$ cat config.mk
export PLATFORM = sky130hd
export DESIGN_NAME = bpt_ctrl
export DESIGN_NICKNAME = d
export VERILOG_FILES = /design/src/rtl/core/bpt_pkg.sv /design/src/rtl/core/bpt_ctrl.sv
export SDC_FILE = /design/constraint.sdc
export NUM_CORES = 1
export LEC_CHECK = 0
export ABC_CLOCK_PERIOD_IN_PS = 2600
export BUFFER_PORTS_ARGS = -buffer_cell sky130_fd_sc_hd__buf_2
export CORE_MARGIN = 2
export CORE_UTILIZATION = 40
export DETAILED_ROUTE_END_ITERATION = 7
export GPL_ROUTABILITY_DRIVEN = 1
export PLACE_DENSITY = 0.63
export SETUP_SLACK_MARGIN = 0.5
export SYNTH_ARGS = -nofsm -noshare
export SYNTH_HDL_FRONTEND = slang
export SYNTH_SLANG_ARGS = --single-unit
export TNS_END_PERCENT = 1
$ cat constraint.sdc
create_clock -name clk -period 2.6 [get_ports clk]
set_input_delay 0.13 -clock clk [delete_from_list [all_inputs] [get_ports clk]]
set_output_delay 0.13 -clock clk [all_outputs]
set_load 0.01 [all_outputs]
$ cat src/rtl/core/bpt_pkg.sv
package bpt_pkg;

  localparam int MAX_ORDER = 16;

  // Register indexes (paddr[3:2])
  localparam logic [1:0] REG_LOW_EDGE   = 2'd0;
  localparam logic [1:0] REG_HIGH_EDGE  = 2'd1;
  localparam logic [1:0] REG_PROTO_GAIN = 2'd2;
  localparam logic [1:0] REG_ORDER      = 2'd3;

  localparam logic [30:0] LOW_EDGE_RST   = 31'd65536;
  localparam logic [30:0] HIGH_EDGE_RST  = 31'd131072;
  localparam logic signed [31:0] PROTO_GAIN_RST = 32'sd65536;
  localparam logic [4:0] ORDER_RST      = 5'd1;

  // Datapath micro steps, one per cycle
  localparam logic [3:0] ST_P_RE    = 4'd0;
  localparam logic [3:0] ST_P_IM    = 4'd1;
  localparam logic [3:0] ST_SQ_RE   = 4'd2;
  localparam logic [3:0] ST_SQ_IM   = 4'd3;
  localparam logic [3:0] ST_CROSS   = 4'd4;
  localparam logic [3:0] ST_EDGES   = 4'd5;
  localparam logic [3:0] ST_GAIN    = 4'd6;
  localparam logic [3:0] ST_RAD     = 4'd7;
  localparam logic [3:0] ST_MAG_RE  = 4'd8;
  localparam logic [3:0] ST_MAG_IM  = 4'd9;
  localparam logic [3:0] ST_MAG_SUM = 4'd10;

  localparam logic signed [65:0] SAT_MAX = 66'sd2147483647;
  localparam logic signed [65:0] SAT_MIN = -66'sd2147483648;

  typedef enum logic [1:0] {
    SQ_MAG,
    SQ_RE,
    SQ_IM
  } sq_sel_t;

  typedef struct packed {
    logic [30:0]        low_edge;
    logic [30:0]        high_edge;
    logic signed [31:0] proto_gain;
    logic [4:0]         order;
  } cfg_t;

  typedef struct packed {
    logic       load;
    logic       step_en;
    logic [3:0] step;
    logic       sq_start;
    sq_sel_t    sq_sel;
    logic       fin;
  } cmd_t;

  typedef struct packed {
    logic sq_done;
  } status_t;

  typedef struct packed {
    logic signed [31:0] val;
    logic               hit;
  } sat_t;

  // Round to nearest, ties toward +inf, then arithmetic shift
  function automatic logic signed [65:0] rnd(input logic signed [65:0] v,
                                             input logic [4:0] s);
    logic signed [65:0] half;
    half = 66'sd1 <<< (s - 5'd1);
    return (v + half) >>> s;
  endfunction

  // Clamp to signed 32 bits and flag the clamp
  function automatic sat_t sat32(input logic signed [65:0] v);
    sat_t r;
    if (v > SAT_MAX) begin
      r.val = 32'sh7FFFFFFF;
      r.hit = 1'b1;
    end else if (v < SAT_MIN) begin
      r.val = 32'sh80000000;
      r.hit = 1'b1;
    end else begin
      r.val = v[31:0];
      r.hit = 1'b0;
    end
    return r;
  endfunction

endpackage

$ cat src/rtl/core/bpt_ctrl.sv
module bpt_ctrl (
  input  logic             clk,
  input  logic             rst_n,
  input  logic             in_valid,
  output logic             in_stall,
  output logic             out_valid,
  input  logic             out_stall,
  input  bpt_pkg::status_t status,
  output bpt_pkg::cmd_t    cmd
);

  typedef enum logic [2:0] {
    S_IDLE,
    S_MUL,
    S_SQ,
    S_SQ_WAIT,
    S_FIN
  } state_t;

  state_t           state_r;
  logic [3:0]       step_r;
  bpt_pkg::sq_sel_t sel_r;
  logic             out_valid_r;

  // Decode commands from state
  always_comb begin
    cmd.load     = (state_r == S_IDLE) && in_valid;
    cmd.step_en  = (state_r == S_MUL);
    cmd.step     = step_r;
    cmd.sq_start = (state_r == S_SQ);
    cmd.sq_sel   = sel_r;
    cmd.fin      = (state_r == S_FIN) && (!out_valid_r || !out_stall);
  end

  assign in_stall  = (state_r != S_IDLE);
  assign out_valid = out_valid_r;

  always_ff @(posedge clk) begin
    if (!rst_n) begin
      state_r     <= S_IDLE;
      step_r      <= '0;
      sel_r       <= bpt_pkg::SQ_MAG;
      out_valid_r <= 1'b0;
    end else begin
      // Raise the result on finish, drop it once taken
      if (cmd.fin) out_valid_r <= 1'b1;
      else if (out_valid_r && !out_stall) out_valid_r <= 1'b0;
      unique case (state_r)
        S_IDLE: begin
          if (in_valid) begin
            state_r <= S_MUL;
            step_r  <= bpt_pkg::ST_P_RE;
          end
        end
        S_MUL: begin
          if (step_r == bpt_pkg::ST_MAG_SUM) begin
            state_r <= S_SQ;
            sel_r   <= bpt_pkg::SQ_MAG;
          end else begin
            step_r <= step_r + 4'd1;
          end
        end
        S_SQ: state_r <= S_SQ_WAIT;
        S_SQ_WAIT: begin
          if (status.sq_done) begin
            unique case (sel_r)
              bpt_pkg::SQ_MAG: begin
                sel_r   <= bpt_pkg::SQ_RE;
                state_r <= S_SQ;
              end
              bpt_pkg::SQ_RE: begin
                sel_r   <= bpt_pkg::SQ_IM;
                state_r <= S_SQ;
              end
              default: state_r <= S_FIN;
            endcase
          end
        end
        S_FIN: begin
          // Hold until the output register is free
          if (cmd.fin) begin
            state_r <= S_IDLE;
          end
        end
        default: state_r <= S_IDLE;
      endcase
    end
  end

endmodule

==> results of run 1 <==
-- area by class of cell --
| type | count | area [um2] | share of cell area |
|---|---|---|---|
| multi-input combinational | 48 | 342 | 0.503 |
| sequential | 10 | 200 | 0.295 |
| timing repair buffer | 16 | 80.1 | 0.118 |
| clock buffer | 3 | 22.5 | 0.0331 |
| tap | 15 | 18.8 | 0.0276 |
| inverter | 4 | 16.3 | 0.0239 |
-- power by group through the flow --
stage	Clock (uW)	Combinational [uW]	Sequential [uW]
after global routing	110	42.5	162
after floorplan	0	27.5	163
after detailed placement	0	37.8	165
after CTS	107	38.4	162
final	103	38.2	162
after global placement	0	38.3	165
-- tightest hold or removal path, stage by stage --
cell and delay [ns]:
buf_2 0.11, nand2_1 0.06, a21oi_1 0.05
-- worst max path at each step --
stage | start | end
final | state_r[1] | cmd[9]
after CTS | state_r[1] | cmd[9]
after detailed placement | state_r[0] | step_r[1]
after floorplan | step_r[0] | step_r[2]
after global placement | state_r[0] | step_r[3]
after global routing | state_r[1] | cmd[9]
-- cell families (layout without fill, tap and decap cells) --
kind of cell / Yosys count / count (layout) / share of synthesized area
simple gates: 28 / 28 / 0.303
buf+inv: 6 / 23 / 0.0566
fa+ha+maj: 2 / 2 / 0.0436
flops: 10 / 10 / 0.349
xor+xnor: 1 / 1 / 0.0153
compound gates: 17 / 17 / 0.233
-- metrics by stage --
| stage | hold slack [ns] | utilization | worst slack (ns) | instances |
|---|---|---|---|---|
| floorplan | 0.279 | - | 1.32 | 64 |
| CTS | 0.144 | 0.516 | 0.997 | 96 |
| finish | 0.145 | 0.516 | 0.986 | 96 |
| global placement | 0.411 | 0.499 | 1.22 | 93 |
| detailed placement | 0.415 | 0.499 | 1.22 | 93 |
| global route | 0.177 | 0.516 | 0.938 | 96 |
-- metal layers --
layer / wire (um) / up-vias
li1: - / 278
met1: 651 / 242
met2: 569 / 13
met3: 58 / 2
met4: 6 / 0
met5: 0 / -
-- cells in the mapped netlist, drive strengths merged, types with 2 or more instances --
master / count
a21oi: 5
nand3b: 2
nand4: 3
o32ai: 2
nand2: 9
nand3: 3
ha: 2
inv: 3
dfxtp: 10
buf: 2
o21ai: 2
o211ai: 2
-- state kept, by name, summed over array words and instances, names as in the netlist --
signal and cells:
step_r 4, state_r 3, sel_r 2, out_valid 1
==> metrics.txt, run 1 <==
status=completed; final net count=90; Max Slew Vio Count=0; leak pwr=0.000289 uW; internal power=226 uW; flop and latch count out of synthesis=10; Hold Path End=out_valid; Critical Path AT=1.48 ns; top post-synthesis cells by area=dfxtp_1 35%, nand2_1 5.9%, a21oi_1 4.4%; startpoint class of the critical path=register; Crit-path slowest cell=or4b_4; Final ANT Viol Nets=0; largest net degree at the start of global routing=17; Max Cap Viol=0; ANT cells=0; Vias=535; Logic pwr share=0.126; maximum clock path buffer count=2; post-CTS sizing=0; DRT Wirelength=1290 um; pwr/cell area=446 nW/um2; CP Capture Type=output pin; worst path cell trace=or4b_4 -> inv_1 -> buf_2; Final setup viols=0; commonest non-fill, non-tap cell in the layout=buf_2; Sw Share=0.254; post-synthesis sequential area ratio=0.349; Design Power=303 uW; placer congestion estimate=0.734; Slew Limit Headroom=0.695; Syn. warnings=0; area leader, netlist=dfxtp_1; Placed Area=657 um2; GRT met2 Usage=0.206; VDD IR max=0.241 mV; total global-route track usage=0.148; synthesized area per cell=8.97 um2; ys async rst share=0; grt met1 use=0.222; delay-heaviest family, CP=simple AND/OR/NAND/NOR gates; total net switching power=76.9 uW; Cells after Synth=64; number of synthesized flops with an enable pin=0; Final min period=1.61 ns; layout cells sized above 1=0.321; Row Count=13; most frequent cells in the layout=16 x buf_2, 10 x dfxtp_1, 9 x nand2_1, 5 x a21oi_1; gr busiest metal=met1; wire length per cell=13.4 um; Fin. Hold Viols=0; Worst-Skew Late Latency=0.26 ns; Hold Startpoint=out_stall; fin area=679 um2; Buf/Inv on CP=2; die area=1750 um2; Root Buffer=clkbuf_4; WHS Path Cells=3; clock sinks=10; Clk network pwr share=0.340; GR Overflow Total=0; vias in the first global route=476; CP max stage delay=0.58 ns; Hold/Removal Path Class=input pin to register; Post-Syn Area=574 um2; vias per cell=5.57; top cell type's share of synthesized area=0.349; Die Width=41.9 um; CP required=2.47 ns; reg2reg path depth=4; TNS Setup=0 ns; TritonRoute pass-1 iters=4; Yosys cell types=35; fmax=0.620 GHz; Reg power frac=0.534; fin crit share=0.621; initial antenna violation count=0; input/output buffers=16; Reg2Reg Setup Slack=1.20 ns; crit path max fanout=16; post-synth net total=71; met3 Usage GRT=0.0261; number of CTS-inserted buffers=3; DRC errors left=0; CTS tree=yes; hpwl dp=935 um; Worst Skew=0.00307 ns; hold buffers post-CTS=0; CP Class=register to output pin; Reg-to-Reg Start=state_r[0]; area delta synth->final=18.3%; DR iter-0 viols=19; most used flip-flop cell after synthesis=dfxtp_1; first-pass GRT wire length=2070 um; Worst path depth=3; H-tree depth=1; Post-CTS Setup Repair Bufs=0; initial core utilization=0.436; clock slew at reported path FFs=0.06 ns; # fillers=126; Least-Margin Pin Slew=0.456 ns; core area=1320 um2; RSZ-0062 raised after global routing=false; Die Height=41.9 um; # IOs=17; Reg-to-Reg End=step_r[1]
Power figures use the tool's default switching activity.
==> run 2, diff against run 1 <==
--- a/config.mk
+++ b/config.mk
@@ -5,7 +5,7 @@
 export SDC_FILE = /design/constraint.sdc
 export NUM_CORES = 1
 export LEC_CHECK = 0
-export ABC_CLOCK_PERIOD_IN_PS = 2600
+export ABC_CLOCK_PERIOD_IN_PS = 1500
 export BUFFER_PORTS_ARGS = -buffer_cell sky130_fd_sc_hd__buf_2
 export CORE_MARGIN = 2
 export CORE_UTILIZATION = 40
==> constraint.sdc (replaced) <==
create_clock -name clk -period 1.5 [get_ports clk]
set_input_delay 0.075 -clock clk [delete_from_list [all_inputs] [get_ports clk]]
set_output_delay 0.075 -clock clk [all_outputs]
set_load 0.01 [all_outputs]
==> run 2 against run 1 <==
Effect of this change: register-to-register slack got worse by 1.0 ns; worst setup slack got worse by 0.88 ns; count of clock-buffer cells in the layout rose by 1; combinational power rose by 110%; critical path depth did not move; power rose by 100%; final area rose by 9.2%; first-iteration DRC count fell by 68%; non-clock buffer count rose by 5; final cell count rose by 6.3%; critical path type unchanged; critical endpoint unchanged; largest cell class unchanged; highest routed layer unchanged.
==> metrics.txt, run 2 (synthesized netlist as in run 1, its figures left out) <==
Multi-input gate area=342 um2 (unchanged); # IOs=17 (unchanged); Storage cell area=205 um2 (was 200 um2); leak pwr=0.000324 uW (was 0.000289 uW); total global-route track usage=0.161 (was 0.148); die area=1750 um2 (unchanged); Hold Path End=out_valid (unchanged); fmax=0.719 GHz; area delta synth->final=29.2% (was 18.3%); total net switching power=150 uW (was 76.9 uW); commonest non-fill, non-tap cell in the layout=buf_2 (unchanged); TNS Setup=0 ns (unchanged); clock slew at reported path FFs=0.07 ns (was 0.06 ns); Least-Margin Pin Slew=0.291 ns (was 0.456 ns); number of CTS-inserted buffers=3 (unchanged); initial antenna violation count=0 (unchanged); Root Buffer=clkbuf_4 (unchanged); pre-CTS WS=0.238 ns (was 1.22 ns); # fillers=122 (was 126); Reg2Reg Setup Slack=0.16 ns (was 1.20 ns); placer congestion estimate=0.796 (was 0.734); layout cells sized above 1=0.425 (was 0.321); Reg-to-Reg End=step_r[3] (was step_r[1]); Reg-to-Reg Start=state_r[1] (was state_r[0]); final core utilization=0.563 (was 0.516); Critical Path AT=1.32 ns (was 1.48 ns); Worst-Skew Late Latency=0.26 ns (about the same); pwr/cell area=815 nW/um2 (was 446 nW/um2); VDD IR max=0.469 mV (was 0.241 mV); Die Height=41.9 um (unchanged); Largest regs=step_r x4, state_r x3, sel_r x2 (unchanged); Slew Limit Headroom=0.806 (was 0.695); Fin. Hold Viols=0 (unchanged); Final min period=1.39 ns; Max Slew Vio Count=0 (unchanged); TritonRoute pass-1 iters=4 (unchanged); input/output buffers=16 (unchanged); max reg flops=4 (unchanged); Vias=580 (was 535); GR Overflow Total=0 (unchanged); Reg power frac=0.460 (was 0.534); reg2reg path depth=4 (unchanged); first-pass GRT wire length=2130 um (was 2070 um); Design Power=605 uW (was 303 uW); Hold/Removal Path Class=input pin to register (unchanged); Die Width=41.9 um (unchanged); Max Cap Viol=0 (unchanged); startpoint class of the critical path=register (unchanged); final worst slack=0.109 ns (was 0.986 ns); vias per cell=5.69 (was 5.57); Final ANT Viol Nets=0 (unchanged); Sw Share=0.249 (was 0.254); most frequent cells in the layout=15 x buf_2, 9 x nand2_1, 6 x dfxtp_1, 5 x a21oi_1, 5 x buf_4 (was 16 x buf_2, 10 x dfxtp_1, 9 x nand2_1, 5 x a21oi_1); status=completed (unchanged); DRT Wirelength=1350 um (was 1290 um); DR iter-0 viols=6 (was 19); Clk network pwr share=0.408 (was 0.340); wire length per cell=13.2 um (was 13.4 um); vias in the first global route=478 (was 476); Worst Skew=0.00411 ns (was 0.00307 ns); Worst Hold Slack=0.0800 ns (was 0.145 ns); WHS Path Cells=3 (unchanged); ANT cells=0 (unchanged); DRC errors left=0 (unchanged); Hold Startpoint=out_stall (unchanged); RSZ-0062 raised after global routing=true (was false); maximum clock path buffer count=2 (unchanged); fin crit share=0.927; crit path max fanout=4 (was 16); Row Count=13 (unchanged); final net count=95 (was 90); initial core utilization=0.436 (unchanged); H-tree depth=1 (unchanged); Logic pwr share=0.132 (was 0.126); CP Capture Type=output pin (unchanged); largest net degree at the start of global routing=9 (was 17); CTS tree=yes (unchanged); hpwl dp=1020 um (was 935 um); CP required=1.42 ns (was 2.47 ns); hold buffers post-CTS=0 (unchanged); CP Class=register to output pin (unchanged); clock sinks=10 (unchanged); Final setup viols=0 (unchanged); core area=1320 um2 (unchanged); internal power=454 uW (was 226 uW); Most flops, register=step_r (unchanged)
[run 2: layout make-up]
| cell class | instances | share of cell area |
|---|---|---|
| Timing Repair Buffer | 21 | 0.167 |
| Tap cell | 15 | 0.0253 |
| Multi-Input combinational cell | 48 | 0.460 |
| Inverter | 4 | 0.0219 |
| Clock buffer | 4 | 0.0489 |
| Sequential cell | 10 | 0.277 |
[run 2: layer usage]
| metal | global-route usage | vias up | share of wire |
|---|---|---|---|
| met5 | 0 | - | 0 |
| met4 | 0.0774 | 0 | 0.013 |
| met3 | 0.0304 | 2 | 0.041 |
| met2 | 0.250 | 12 | 0.45 |
| met1 | 0.211 | 275 | 0.50 |
| li1 | - | 291 | - |
[run 2: metrics by stage]
stage / area, um2 / cells
after floorplan: 576 / 64
after global placement: 688 / 97
after detailed placement: 688 / 97
after CTS: 739 / 102
after global routing: 742 / 102
final: 742 / 102
[run 2: power groups by stage]
stage               registers [uW]  clock network (uW)  logic [uW]
floorplan                      284                   0        47.6
global placement               284                   0        72.1
detailed placement             284                   0        72.6
CTS                            278                 252        79.3
global route                   279                 263        87.7
finish                         278                 247        79.8
[run 2: how the worst max path moves through the flow]
| stage | slack (ns) | from | end | cells past startpoint |
|---|---|---|---|---|
| finish | 0.11 | state_r[1] | cmd[9] | 3 |
| global route | 0.08 | state_r[1] | cmd[9] | 3 |
| floorplan | 0.29 | state_r[0] | step_r[3] | 4 |
| CTS | 0.10 | state_r[1] | cmd[9] | 3 |
| detailed placement | 0.24 | step_r[0] | step_r[2] | 4 |
| global placement | 0.26 | state_r[0] | step_r[1] | 4 |
[run 2: critical path, stage by stage, from the launching register on]
cell and delay [ns]:
dfxtp_2 0.34, or4b_4 0.56, inv_2 0.07, buf_6 0.09
[run 2: timing repair]
item                       4_1_cts  5_1_grt
setup endpoints to repair       14       14
pin swaps                        1        0
resized for setup                3        2
buffers inserted                 1        0
